**src/ptss_pkg.sv**
```systemverilog
// Shared types and constants of the periodic transmit slot scheduler.
`default_nettype none
package ptss_pkg;

  localparam int TimeWidth = 44;
  localparam int RemWidth  = 27;
  localparam int PerWidth  = 31;
  localparam logic [RemWidth-1:0] DayMs  = 27'd86400000;
  localparam logic [RemWidth-1:0] HourMs = 27'd3600000;
  localparam logic [23:0] AllHours = 24'hFFFFFF;
  // 2^TimeWidth modulo one day, worked out at elaboration
  localparam longint unsigned WrapRem = (64'd1 << TimeWidth) % 64'd86400000;
  localparam logic [RemWidth-1:0] WrapFix = RemWidth'(64'd86400000 - WrapRem);
  // 2^RemWidth modulo one day: weight of the bits folded down
  localparam logic [RemWidth-1:0] FoldC = RemWidth'((64'd1 << RemWidth) - 64'd86400000);

  typedef enum logic [2:0] {
    OP_SCHED   = 3'd0,
    OP_SET_EAR = 3'd1,
    OP_SCHED_AT = 3'd2,
    OP_TX_DONE = 3'd3,
    OP_CLEAR   = 3'd4
  } op_t;

  typedef enum logic [3:0] {
    ST_IDLE, ST_PMOD, ST_DIVE, ST_CHKE, ST_LOADP, ST_DIVP, ST_SRCH, ST_OUT
  } state_t;

  typedef struct packed {
    logic pmod_step;
    logic drop_ear;
    logic set_start_e;
    logic set_start_p;
    logic div_step;
    logic srch_step;
    logic commit;
    logic miss;
    logic out_load;
  } cmd_t;

  typedef struct packed {
    logic pmod_done;
    logic ear_valid;
    logic ear_ahead;
    logic div_done;
    logic hour_ok;
    logic not_before;
    logic over_day;
    logic period_zero;
    logic out_busy;
  } stat_t;

  function automatic logic hour_ok(input logic [RemWidth-1:0] r, input logic [23:0] mask);
    logic ok;
    logic [RemWidth-1:0] lo;
    ok = 1'b0;
    for (int h = 0; h < 24; h++) begin
      lo = RemWidth'(h * 3600000);
      if (r >= lo && r < lo + HourMs && mask[23-h]) ok = 1'b1;
    end
    return ok;
  endfunction

endpackage
`default_nettype wire

```
**src/ptss_regs.sv**
```systemverilog
// APB configuration registers of the slot scheduler.
`default_nettype none
module ptss_regs (
  input  wire logic        clk,
  input  wire logic        rst_n,
  input  wire logic        cfg_psel,
  input  wire logic        cfg_penable,
  input  wire logic        cfg_pwrite,
  input  wire logic [3:0]  cfg_paddr,
  input  wire logic [31:0] cfg_pwdata,
  output logic [31:0]      cfg_prdata,
  output logic             cfg_pready,
  output logic [19:0]      period_s,
  output logic [23:0]      mask,
  output logic             jit_en
);
  logic [19:0] period_r;
  logic [23:0] duty_r;
  logic        jit_en_r;
  logic        legacy_r;
  logic        wr;

  assign wr = cfg_psel & cfg_penable & cfg_pwrite;
  assign cfg_pready = 1'b1;

  always_ff @(posedge clk) begin
    if (!rst_n) begin
      period_r <= 20'd60;
      duty_r   <= ptss_pkg::AllHours;
      jit_en_r <= 1'b0;
      legacy_r <= 1'b0;
    end else if (wr) begin
      case (cfg_paddr[3:2])
        2'd0: period_r <= cfg_pwdata[19:0];
        2'd1: duty_r   <= cfg_pwdata[23:0];
        2'd2: jit_en_r <= cfg_pwdata[0];
        2'd3: legacy_r <= cfg_pwdata[0];
        default: ;
      endcase
    end
  end

  always_comb begin
    case (cfg_paddr[3:2])
      2'd0: cfg_prdata = {12'd0, period_r};
      2'd1: cfg_prdata = {8'd0, duty_r};
      2'd2: cfg_prdata = {31'd0, jit_en_r};
      2'd3: cfg_prdata = {31'd0, legacy_r};
      default: cfg_prdata = 32'd0;
    endcase
  end

  assign period_s = period_r;
  assign mask = legacy_r ? ptss_pkg::AllHours : duty_r;
  assign jit_en = jit_en_r;
endmodule
`default_nettype wire

```
**src/ptss_ctrl.sv**
```systemverilog
// Sequencer of the slot scheduler.
`default_nettype none
module ptss_ctrl (
  input  wire logic           clk,
  input  wire logic           rst_n,
  input  wire logic           in_valid,
  input  wire logic [2:0]     in_op,
  input  wire logic           out_ready,
  input  wire ptss_pkg::stat_t st,
  output logic                in_ready,
  output ptss_pkg::cmd_t      cmd
);
  ptss_pkg::state_t state_r, state_nxt;

  always_ff @(posedge clk) begin
    if (!rst_n) state_r <= ptss_pkg::ST_IDLE;
    else        state_r <= state_nxt;
  end

  always_comb begin
    state_nxt = state_r;
    cmd       = '0;
    in_ready  = 1'b0;
    case (state_r)
      ptss_pkg::ST_IDLE: begin
        in_ready = 1'b1;
        if (in_valid && in_op == ptss_pkg::OP_SCHED) state_nxt = ptss_pkg::ST_PMOD;
      end
      ptss_pkg::ST_PMOD: begin
        if (!st.pmod_done) begin
          cmd.pmod_step = 1'b1;
        end else if (st.ear_valid && st.ear_ahead) begin
          cmd.set_start_e = 1'b1;
          state_nxt = ptss_pkg::ST_DIVE;
        end else begin
          cmd.drop_ear = st.ear_valid;
          state_nxt = ptss_pkg::ST_LOADP;
        end
      end
      ptss_pkg::ST_DIVE: begin
        // last step loads the remainder
        cmd.div_step = 1'b1;
        if (st.div_done) state_nxt = ptss_pkg::ST_CHKE;
      end
      ptss_pkg::ST_CHKE: begin
        if (st.hour_ok) begin
          cmd.commit = 1'b1;
          state_nxt = ptss_pkg::ST_OUT;
        end else begin
          state_nxt = ptss_pkg::ST_LOADP;
        end
      end
      ptss_pkg::ST_LOADP: begin
        cmd.set_start_p = 1'b1;
        state_nxt = ptss_pkg::ST_DIVP;
      end
      ptss_pkg::ST_DIVP: begin
        cmd.div_step = 1'b1;
        if (st.div_done) state_nxt = ptss_pkg::ST_SRCH;
      end
      ptss_pkg::ST_SRCH: begin
        if (st.over_day) begin
          cmd.miss = 1'b1;
          state_nxt = ptss_pkg::ST_OUT;
        end else if (st.hour_ok && st.not_before) begin
          cmd.commit = 1'b1;
          state_nxt = ptss_pkg::ST_OUT;
        end else if (st.period_zero) begin
          cmd.miss = 1'b1;
          state_nxt = ptss_pkg::ST_OUT;
        end else begin
          cmd.srch_step = 1'b1;
        end
      end
      ptss_pkg::ST_OUT: begin
        if (!st.out_busy || out_ready) begin
          cmd.out_load = 1'b1;
          state_nxt = ptss_pkg::ST_IDLE;
        end
      end
      default: state_nxt = ptss_pkg::ST_IDLE;
    endcase
  end
endmodule
`default_nettype wire

```
**src/ptss_dp.sv**
```systemverilog
// Datapath of the slot scheduler: state, day remainder unit and search.
`default_nettype none
module ptss_dp (
  input  wire logic           clk,
  input  wire logic           rst_n,
  input  wire logic           in_acc,
  input  wire logic [2:0]     in_op,
  input  wire logic [31:0]    in_time_s,
  input  wire logic [20:0]    in_jitter_ms,
  input  wire logic [19:0]    period_s,
  input  wire logic [23:0]    mask,
  input  wire logic           jit_en,
  input  wire logic           out_ready,
  input  wire ptss_pkg::cmd_t cmd,
  output ptss_pkg::stat_t     st,
  output logic                out_valid,
  output logic [31:0]         out_delay_ms,
  output logic                out_found
);
  localparam int TW = ptss_pkg::TimeWidth;
  localparam int RW = ptss_pkg::RemWidth;
  localparam int PW = ptss_pkg::PerWidth;

  logic          ear_v_r, last_v_r, cur_v_r, found_r, out_v_r, out_f_r;
  logic [TW-1:0] ear_r, last_r, cur_r, now_r, jit_r, start_r, div_sh_r;
  logic [RW-1:0] rem_r;
  logic [PW-1:0] pmod_r, elapsed_r;
  logic [31:0]   out_d_r;

  logic [TW-1:0] t_ms, period, p_start, e_start, step_sum;
  logic          step_wrap;
  logic [TW-1:0] fold;
  logic [RW-1:0] fold_lo;
  logic          fold_done;
  logic [RW+1:0] m_sum, m_s1;
  logic [RW-1:0] m_new;

  assign t_ms   = TW'(in_time_s) * TW'(32'd1000);
  assign period = TW'({period_s, 10'd0} - {period_s, 4'd0} - {period_s, 3'd0});

  always_comb begin
    logic [TW-1:0] cand;
    cand = last_r + period + jit_r;
    e_start = (last_v_r && ear_r < last_r) ? last_r : ear_r;
    if (!last_v_r) begin
      p_start = now_r + jit_r;
    end else begin
      p_start = ((cand + TW'(ptss_pkg::DayMs)) < now_r) ? now_r : cand;
    end
  end

  // high bits folded down by their weight modulo one day, one fold a cycle
  assign fold      = TW'(div_sh_r[TW-1:RW]) * TW'(ptss_pkg::FoldC) + TW'(div_sh_r[RW-1:0]);
  assign fold_done = div_sh_r[TW-1:RW] == '0;
  assign fold_lo   = (div_sh_r[RW-1:0] >= ptss_pkg::DayMs) ?
                     RW'(div_sh_r[RW-1:0] - ptss_pkg::DayMs) : div_sh_r[RW-1:0];

  assign {step_wrap, step_sum} = {1'b0, start_r} + {1'b0, period};
  assign m_sum = {2'b00, rem_r} + {1'b0, pmod_r[RW:0]}
               + (step_wrap ? {2'b00, ptss_pkg::WrapFix} : '0);
  assign m_s1  = (m_sum >= {2'b00, ptss_pkg::DayMs}) ? m_sum - {2'b00, ptss_pkg::DayMs}
                                                      : m_sum;
  assign m_new = (m_s1 >= {2'b00, ptss_pkg::DayMs}) ? RW'(m_s1 - {2'b00, ptss_pkg::DayMs})
                                                    : RW'(m_s1);

  always_ff @(posedge clk) begin
    if (!rst_n) begin
      ear_v_r  <= 1'b0;
      ear_r    <= '0;
      last_v_r <= 1'b0;
      last_r   <= '0;
      cur_v_r  <= 1'b0;
      cur_r    <= '0;
      found_r  <= 1'b0;
      out_v_r  <= 1'b0;
    end else begin
      if (in_acc) begin
        now_r  <= t_ms;
        jit_r  <= jit_en ? TW'(signed'(in_jitter_ms)) : '0;
        pmod_r <= PW'(period);
        case (in_op)
          ptss_pkg::OP_SET_EAR: begin
            ear_r <= t_ms; ear_v_r <= 1'b1;
          end
          ptss_pkg::OP_SCHED_AT: begin
            cur_r <= t_ms; cur_v_r <= 1'b1;
          end
          ptss_pkg::OP_TX_DONE: begin
            last_r <= cur_r; last_v_r <= cur_v_r;
          end
          ptss_pkg::OP_CLEAR: begin
            ear_v_r <= 1'b0; ear_r <= '0; last_v_r <= 1'b0; last_r <= '0;
          end
          default: ;
        endcase
      end
      if (cmd.pmod_step) pmod_r <= pmod_r - PW'(ptss_pkg::DayMs);
      if (cmd.drop_ear) ear_v_r <= 1'b0;
      if (cmd.set_start_e || cmd.set_start_p) begin
        start_r   <= cmd.set_start_e ? e_start : p_start;
        div_sh_r  <= cmd.set_start_e ? e_start : p_start;
        elapsed_r <= '0;
      end
      if (cmd.div_step) begin
        if (!fold_done) div_sh_r <= fold;
        else rem_r <= fold_lo;
      end
      if (cmd.srch_step) begin
        start_r   <= step_sum;
        rem_r     <= m_new;
        elapsed_r <= elapsed_r + PW'(period);
      end
      if (cmd.commit) begin
        cur_r <= start_r; cur_v_r <= 1'b1; found_r <= 1'b1;
      end
      if (cmd.miss) begin
        cur_v_r <= 1'b0; found_r <= 1'b0;
      end
      if (cmd.out_load) begin
        out_v_r <= 1'b1;
        out_f_r <= found_r;
        out_d_r <= found_r ? 32'(cur_r - now_r) : 32'd0;
      end else if (out_ready) begin
        out_v_r <= 1'b0;
      end
    end
  end

  assign st.pmod_done   = pmod_r < PW'(ptss_pkg::DayMs);
  assign st.ear_valid   = ear_v_r;
  assign st.ear_ahead   = ear_r >= now_r;
  assign st.div_done    = fold_done;
  assign st.hour_ok     = ptss_pkg::hour_ok(rem_r, mask);
  assign st.not_before  = start_r >= now_r;
  assign st.over_day    = elapsed_r > PW'(ptss_pkg::DayMs);
  assign st.period_zero = period_s == 20'd0;
  assign st.out_busy    = out_v_r;

  assign out_valid    = out_v_r;
  assign out_delay_ms = out_d_r;
  assign out_found    = out_f_r;
endmodule
`default_nettype wire

```
**src/periodic_tx_slot_scheduler_top.sv**
```systemverilog
// Top level of the periodic transmit slot scheduler.
// Usage:
//   Input beats (in_op, in_time_s, in_jitter_ms) enter on a valid/ready
//   channel; only a schedule op (0) gives a result beat (out_delay_ms,
//   out_found) on the output channel. The other ops update the stored
//   earliest/last/current slots in the accepting cycle. A schedule op
//   first reduces the period modulo one day, takes the start time
//   modulo one day by folding its high bits (again for the periodic
//   start if an earliest time is tried and fails its hour check),
//   then searches one period step a cycle up to one day. The search
//   loop sets the rate; one item is in work at a time.
//   The result sits in an output register; a stalled receiver holds the
//   block in its final step until the register frees, while earlier
//   results wait there untouched. Reset (synchronous, rst_n low) clears
//   all slot state and loads the registers: period 60 s, all hours
//   allowed, jitter off, legacy off. The user must write configuration
//   over the APB port only while idle; the block does not enforce it.
`default_nettype none
module periodic_tx_slot_scheduler_top (
  input  wire logic        clk,
  input  wire logic        rst_n,
  input  wire logic        in_valid,
  output logic             in_ready,
  input  wire logic [2:0]  in_op,
  input  wire logic [31:0] in_time_s,
  input  wire logic [20:0] in_jitter_ms,
  output logic             out_valid,
  input  wire logic        out_ready,
  output logic [31:0]      out_delay_ms,
  output logic             out_found,
  input  wire logic        cfg_psel,
  input  wire logic        cfg_penable,
  input  wire logic        cfg_pwrite,
  input  wire logic [3:0]  cfg_paddr,
  input  wire logic [31:0] cfg_pwdata,
  output logic [31:0]      cfg_prdata,
  output logic             cfg_pready
);
  logic [19:0]     period_s;
  logic [23:0]     mask;
  logic            jit_en;
  ptss_pkg::cmd_t  cmd;
  ptss_pkg::stat_t st;

  ptss_regs u_regs (
    .clk, .rst_n, .cfg_psel, .cfg_penable, .cfg_pwrite, .cfg_paddr, .cfg_pwdata,
    .cfg_prdata, .cfg_pready, .period_s, .mask, .jit_en
  );

  ptss_ctrl u_ctrl (
    .clk, .rst_n, .in_valid, .in_op, .out_ready, .st, .in_ready, .cmd
  );

  ptss_dp u_dp (
    .clk, .rst_n,
    .in_acc(in_valid & in_ready),
    .in_op, .in_time_s, .in_jitter_ms, .period_s, .mask,
    .jit_en,
    .out_ready, .cmd, .st, .out_valid, .out_delay_ms, .out_found
  );
endmodule
`default_nettype wire
```
**config.mk**
```make
export PLATFORM = sky130hd
export DESIGN_NAME = periodic_tx_slot_scheduler_top
export DESIGN_NICKNAME = d
export VERILOG_FILES = /design/src/ptss_pkg.sv /design/src/ptss_regs.sv /design/src/ptss_ctrl.sv /design/src/ptss_dp.sv /design/src/periodic_tx_slot_scheduler_top.sv
export SDC_FILE = /design/constraint.sdc
export NUM_CORES = 2
export LEC_CHECK = 0
export BUFFER_PORTS_ARGS = -buffer_cell sky130_fd_sc_hd__buf_2
export CAP_MARGIN = 20
export CORE_MARGIN = 2
export CORE_UTILIZATION = 60
export CTS_BUF_LIST = sky130_fd_sc_hd__clkbuf_2 sky130_fd_sc_hd__clkbuf_4 sky130_fd_sc_hd__clkbuf_8
export DETAILED_ROUTE_END_ITERATION = 16
export GPL_ROUTABILITY_DRIVEN = 0
export PLACE_DENSITY_LB_ADDON = 0.15
export RECOVER_POWER = 25
export SETUP_SLACK_MARGIN = 0.15
export SLEW_MARGIN = 15
export SYNTH_ARGS = -nofsm -noshare
export SYNTH_HDL_FRONTEND = slang
export SYNTH_SLANG_ARGS = --single-unit
```
**constraint.sdc**
```tcl
create_clock -name clk -period 12.6 [get_ports clk]
set_input_delay 1.26 -clock clk [delete_from_list [all_inputs] [get_ports clk]]
set_output_delay 1.26 -clock clk [all_outputs]
set_load 0.02 [all_outputs]
```
# Word level (Yosys, flattened, before mapping)
# Index checks and enable logic that the tools add are counted.
# W data, S select, Z words.
[classes] bitwise_logic=4 n_reduce_logical=85 n_shift=0 n_mux=90 add_sub_neg=16 n_div=0 mul=2 eq_ne=20 n_lt_le_gt_ge=57
[ops] op="$mux W44" n=12
[ops] op="$ge A27 B26 Y1 const B" n=9
[ops] op="$lt A27 B26 Y1 const B" n=9
[ops] op="$pmux W44 S2" n=2
[ops] op="$ge A27 B27 Y1 const B" n=6
[ops] op="$lt A27 B27 Y1 const B" n=6
[ops] op="$ge A27 B25 Y1 const B" n=5
[ops] op="$lt A27 B25 Y1 const B" n=5
[ops] op="$mux W27" n=5
[ops] op="$pmux W32 S4" n=1
[ops] op="$mux W31" n=4
[ops] op="$add A44 B44 Y44" n=2
[ops] op="$ge A44 B42 Y1" n=2
[ops] op="$ge A29 B27 Y1 const B" n=2
[ops] op="$ge A27 B24 Y1 const B" n=2
[ops] op="$lt A27 B24 Y1 const B" n=2
[ops] op="$sub A27 B27 Y27 const B" n=2
[ops] op="$logic_and A1 B1 Y1" n=52
[ops] op="$mux W1" n=46
[ops] op="$add A44 B44 Y45" n=1
[ops] op="$add A43 B21 Y44" n=1
[ops] op="$add A43 B27 Y44" n=1
[ops] op="$add A44 B27 Y44 const B" n=1
[ops] op="$lt A44 B42 Y1" n=1
[ops] op="50 further kinds" n=95
[totals] n_memories=0 latch_bits=0 romBits=0 mem_bits_rw=0 inputBits=99 register_bits=457 elab_cells=296

# Logic depth before layout (Yosys ltp)
[depth] word_depth=33 mapped_depth=64

# Modules after synthesis
# Synthesis repeated with hierarchy kept, for this count alone.
[hier_totals] cells_unflattened=6100 area_unflattened_um2=52858.2
[modules_own_cells] module="ptss_dp" n_inst=1 cells_each=5757 seq_area_each_um2=10570.1 area_per_inst_um2=49961.7
[modules_own_cells] module="ptss_regs" n_inst=1 cells_each=289 seq_area_each_um2=920.9 area_per_inst_um2=2507.4
[modules_own_cells] module="ptss_ctrl" n_inst=1 cells_each=53 seq_area_each_um2=60.1 area_per_inst_um2=382.9
[modules_own_cells] module="periodic_tx_slot_scheduler_top" n_inst=1 cells_each=1 seq_area_each_um2=0.0 area_per_inst_um2=6.3

# Least setup slack after synthesis
# OpenSTA, ideal clock, no wires.
[synth_timing] kind="flip-flop to flip-flop" start="register u_regs.period_r[6], in the netlist u_regs.period_s[6]" end="register u_dp.rem_r[26] (data pin)" setup_slack_ns=0.282 path_stages_with_launch=57 arrival_ns=12.047 synth_period_minus_slack_ns=12.318 path_cell_list="dfxtp_1 -> inv_1 -> ha_1 -> or4b_2 -> o21a_1 -> a21oi_1 -> a21o_1 -> a21oi_1 -> xnor2_1 -> ha_1 -> a211o_1 -> a21oi_1 -> o21ai_0 -> a21oi_1 -> o21ai_0 -> o211ai_1 -> nor2b_1 -> xnor2_1 -> [21 not listed] -> or3_1 -> a211oi_1 -> nor3_1 -> nand4b_1 -> a41o_1 -> o31a_1 -> nor2_1 -> xnor2_1 -> ha_1 -> nand3_1 -> mux2_2 -> o211ai_1 -> o21ai_0 -> a221oi_1 -> o21ai_0 -> a21boi_0 -> xor2_1 -> o21ai_0"
[synth_via] elab_chain_len=10 word_cells_on_any_way=17
[synth_rtl] element="from (decl)" line="ptss_regs.sv:17" rtl="logic [19:0] period_r;"
[synth_rtl] element="from (signal assigned)" line="ptss_regs.sv:34" rtl="2'd0: period_r <= cfg_pwdata[19:0];"
[synth_rtl] element="$sub A30 B24 Y31" line="ptss_dp.sv:39" rtl="assign period = TW'({period_s, 10'd0} - {period_s, 4'd0} - {period_s, 3'd0});"
[synth_rtl] element="$sub A44 B23 Y44" line="ptss_dp.sv:39"
[synth_rtl] element="$add A44 B44 Y45" line="ptss_dp.sv:58" rtl="assign {step_wrap, step_sum} = {1'b0, start_r} + {1'b0, period};"
[synth_rtl] element="$mux W26" line="ptss_dp.sv:60" rtl="+ (step_wrap ? {2'b00, ptss_pkg::WrapFix} : '0);"
[synth_rtl] element="$add A29 B29 Y29" line="ptss_dp.sv:60"
[synth_rtl] element="$sub A29 B27 Y29 or $ge A29 B27 Y1 (tied branches)" line="ptss_dp.sv:61" rtl="assign m_s1 = (m_sum >= {2'b00, ptss_pkg::DayMs}) ? m_sum - {2'b00, ptss_pkg::DayMs}"
[synth_rtl] element="$mux W29" line="ptss_dp.sv:61"
[synth_rtl] element="$sub A27 B27 Y27 or $ge A29 B27 Y1 (tied branches)" line="ptss_dp.sv:63" rtl="assign m_new = (m_s1 >= {2'b00, ptss_pkg::DayMs}) ? RW'(m_s1 - {2'b00, ptss_pkg::DayMs})"
[synth_rtl] element="$mux W27" line="ptss_dp.sv:63"
[synth_rtl] element="$mux W27 *" line="ptss_dp.sv:108" rtl="if (cmd.srch_step) begin"
[synth_rtl] element="to (signal assigned)" line="ptss_dp.sv:106" rtl="else rem_r <= fold_lo;"
[synth_rtl] element="to (signal assigned)" line="ptss_dp.sv:110" rtl="rem_r <= m_new;"
[synth_rtl] element="to (decl)" line="ptss_dp.sv:26" rtl="logic [RW-1:0] rem_r;"
# Every way passes the cells marked *; elsewhere a longest branch is shown, timed or not.
# A chain may end at the register's enable or synchronous reset.

# Worst setup path after layout
[layout_timing] start="register u_regs.period_r[6], in the netlist u_regs.period_s[6]" end="register u_dp.rem_r[24] (data pin)"
# The elaborated chain is that of the path after synthesis.

==> results_dict.tcl <==
set metrics [dict create \
    fin_skew_ns 0.0538 \
    min_from "u_dp.last_r[6]" \
    syn_area_um2 51300 \
    rsz0062_at_grt "no" \
    synth_edf_count 264 \
    dp_hpwl_um 130000 \
    crit_type "register to register" \
    dp_slack_ns -0.112 \
    die_h_um 296 \
    start_util 0.604 \
    synth_top_area_frac 0.162 \
    ys_async_sr_fraction 0 \
    drt-pass1-iter-count 6 \
    fin_crit_ns 12.01 \
    maxClockFrequency_mhz 83.3 \
    ys_dominant_reg_cell "edfxtp_1" \
    synth_warnings 0 \
    hold_class "register to register" \
    drc 0 \
    synth_seq_cells 445 \
    crit_fanout 4 \
    synth.most_common_cell "ha_1" \
    synthTopCellsByArea "ha_1 (16%), edfxtp_1 (15%), fa_1 (10%)" \
    portBuffers 147 \
    holdPathEnd "u_dp.last_r[6]" \
    final_layout_size_suffix_gt1_frac 0.0906 \
    slew_headroom -1.39 \
    synthCells 5960 \
    crit_required_ns 13.03 \
    layout_setup_ws_ns 0.590 \
    slowest_delay_ns 0.58 \
    slew_viol_final 193 \
    status "finished with violations" \
    cpMaxStageDelayCell "or4b_2" \
    whs_path_depth 2 \
    clk_pin_slew_ns 0.07 \
    arrival_ns 12.44 \
    root_buffer "clkbuf_8" \
    yosysUniqueCellTypes 92 \
    finalCritPeriodShare 0.953 \
    path_common_cell "buf_4" \
    clk_latency_ns 0.72 \
    htreeDepth 3 \
    max_slew.worst_pin.slew_ns 3.58 \
    antenna_found_initial 3 \
    violations "capacitance limit, slew limit" \
    fillers 7199 \
    antenna_left 0 \
    boundaryPins 167 \
    synthTopCellsByCount "ha_1 (665), inv_1 (579), a21oi_1 (504)" \
    ys_seq_area_frac 0.225 \
    routedWlPerCell_um 22.5 \
    critPathBufInv 6 \
    via_per_inst 6.36 \
    drv_cap 5 \
    grt_max_degree 85 \
    clkSinkCount 445 \
    cp-end-kind "register" \
    r2r-end "u_dp.rem_r[24]" \
    setup_viol 0 \
    cts_tree "yes" \
    grt_usage 0.373 \
    std_cell_rows 107 \
    reg2reg_slack_ns 0.59 \
    syn2layout_area_growth_pct 8.80 \
    num_vias 46800 \
    dp.cells 7200 \
    fin_cells 7356 \
    synth_area_per_cell_um2 8.61 \
    die_w_um 296 \
    drtIter0Drc 4832 \
    worstReg2RegStart "u_regs.period_s[6]" \
    routed_wl_um 165000 \
    numCtsBuffers 79 \
    grt_pass1_wl_um 253000 \
    setup_tns_ns 0 \
    hold_viol 0 \
    layout.nets 7173 \
    gr-total-overflow 0 \
    yosys.area.top_type "ha_1" \
    holdWs_ns 0.457 \
    clock_path_buffers 3 \
    grt_pass1_vias 44500 \
    fp.coreArea_um2 84900 \
    critical_path.top_delay_family "compound AO/OA/AOI/OAI gates" \
    reg2regPathDepth 58 \
    startpoint_type "register" \
    fp.dieArea_um2 87900 \
]
-- sequential cells by signal, summed over array words and instances (netlist names), 21 cells and up --
| register | count |
|---|---|
| u_dp.rem_r | 27 |
| u_dp.last_r | 44 |
| u_dp.out_delay_ms | 32 |
| u_dp.ear_r | 39 |
| u_regs.duty_r | 24 |
| u_dp.cur_r | 44 |
| u_dp.now_r | 39 |
| u_dp.elapsed_r | 28 |
| u_dp.pmod_r | 28 |
| u_dp.jit_r | 21 |
| u_dp.start_r | 44 |
| u_dp.div_sh_r | 44 |
-- how the worst max path moves through the flow --
| stage | startpoint | endpoint | slack (ns) | cells after the start |
|---|---|---|---|---|
| floorplan | u_regs.period_s[6] | u_dp.rem_r[26] | 0.28 | 56 |
| global placement | u_regs.period_s[6] | u_dp.rem_r[26] | 0.08 | 56 |
| detailed placement | u_regs.period_s[6] | u_dp.rem_r[24] | -0.11 | 57 |
| CTS | u_regs.period_s[6] | u_dp.rem_r[26] | 0.24 | 58 |
| global route | u_regs.period_s[6] | u_dp.rem_r[24] | 0.10 | 61 |
| finish | u_regs.period_s[6] | u_dp.rem_r[24] | 0.59 | 58 |
-- per-stage QoR --
stage / instance area (µm²) / util
after floorplan: 51300 / -
after global placement: 53900 / 0.635
after detailed placement: 53900 / 0.635
after CTS: 55600 / 0.656
after global routing: 55800 / 0.658
final: 55800 / 0.658
-- worst reg2reg max path, delay by kind of cell, from the launching register on --
kind                       cells  cell delay (ns)
AOI/OAI and AO/OA             25             4.49
xor gates and xnor gates       5             0.86
adders and majority gates      6             1.81
buffers and inverters          6             0.86
DFF                            1             0.33
muxes                          1             0.28
and+or+nand+nor               15             3.08
-- layout make-up --
type,instances,area (µm²),share of cell area
multi-input cells,4727,37100,0.664
flip-flops and latches,445,11600,0.207
inverters,581,2180,0.0391
repair buffers,310,1910,0.0343
well taps,1144,1430,0.0256
clock buffers,116,1430,0.0256
clock inverters,32,251,0.00451
diodes,1,2.50,0.0000448
-- timing repair --
item,4_1_cts,5_1_grt
resized for setup,8,44
buffers inserted,1,3
setup endpoints to repair,16,17
hold buffers,0,0
pin swaps,2,9
endpoints found under the hold margin,0,0
gates cloned,0,0
-- per-layer routing --
metal  part of all wire  track usage
met5                  0            0
met4              0.059        0.189
met3               0.11       0.0770
met2               0.43        0.578
met1               0.40        0.494
-- cell usage in the layout (no fill, tap or decap), types with 26 or more instances in the layout --
cell and instances:
a211oi_1 53, a21o_1 150, a21oi_1 492, a22oi_1 83, a31oi_1 54, and2_1 59, and3_1 55, buf_2 110
buf_4 154, clkbuf_1 43, clkbuf_4 27, clkbuf_8 89, dfxtp_1 180, edfxtp_1 264, fa_1 265, ha_1 664
inv_1 578, mux2_2 31, mux2i_1 96, nand2_1 484, nand2b_1 77, nand3_1 172, nand4_1 60, nor2_1 418
nor2b_1 68, nor3_1 110, o211ai_1 37, o21a_1 83, o21ai_0 256, o21bai_1 46, o31ai_1 27, or2_2 26
or3_1 35, xnor2_1 250, xor2_1 124
-- kinds of logic (layout without fill, tap and decap cells) --
kind of cell | count (synthesis) | in the layout | synth area share
AO/OA/AOI/OAI | 1578 | 1578 | 0.199
other | 2 | 10 | 0.000146
flip-flops | 445 | 445 | 0.225
adder cells (fa/ha/maj) | 930 | 930 | 0.266
buffers and inverters | 795 | 1039 | 0.0594
multiplexers | 128 | 128 | 0.0260
XOR/XNOR | 378 | 378 | 0.0645
AND/OR/NAND/NOR | 1704 | 1704 | 0.160
Power is left out: the tool's default activity adds up to more than one toggle a clock period on the data nets, which glitch-free logic cannot reach.
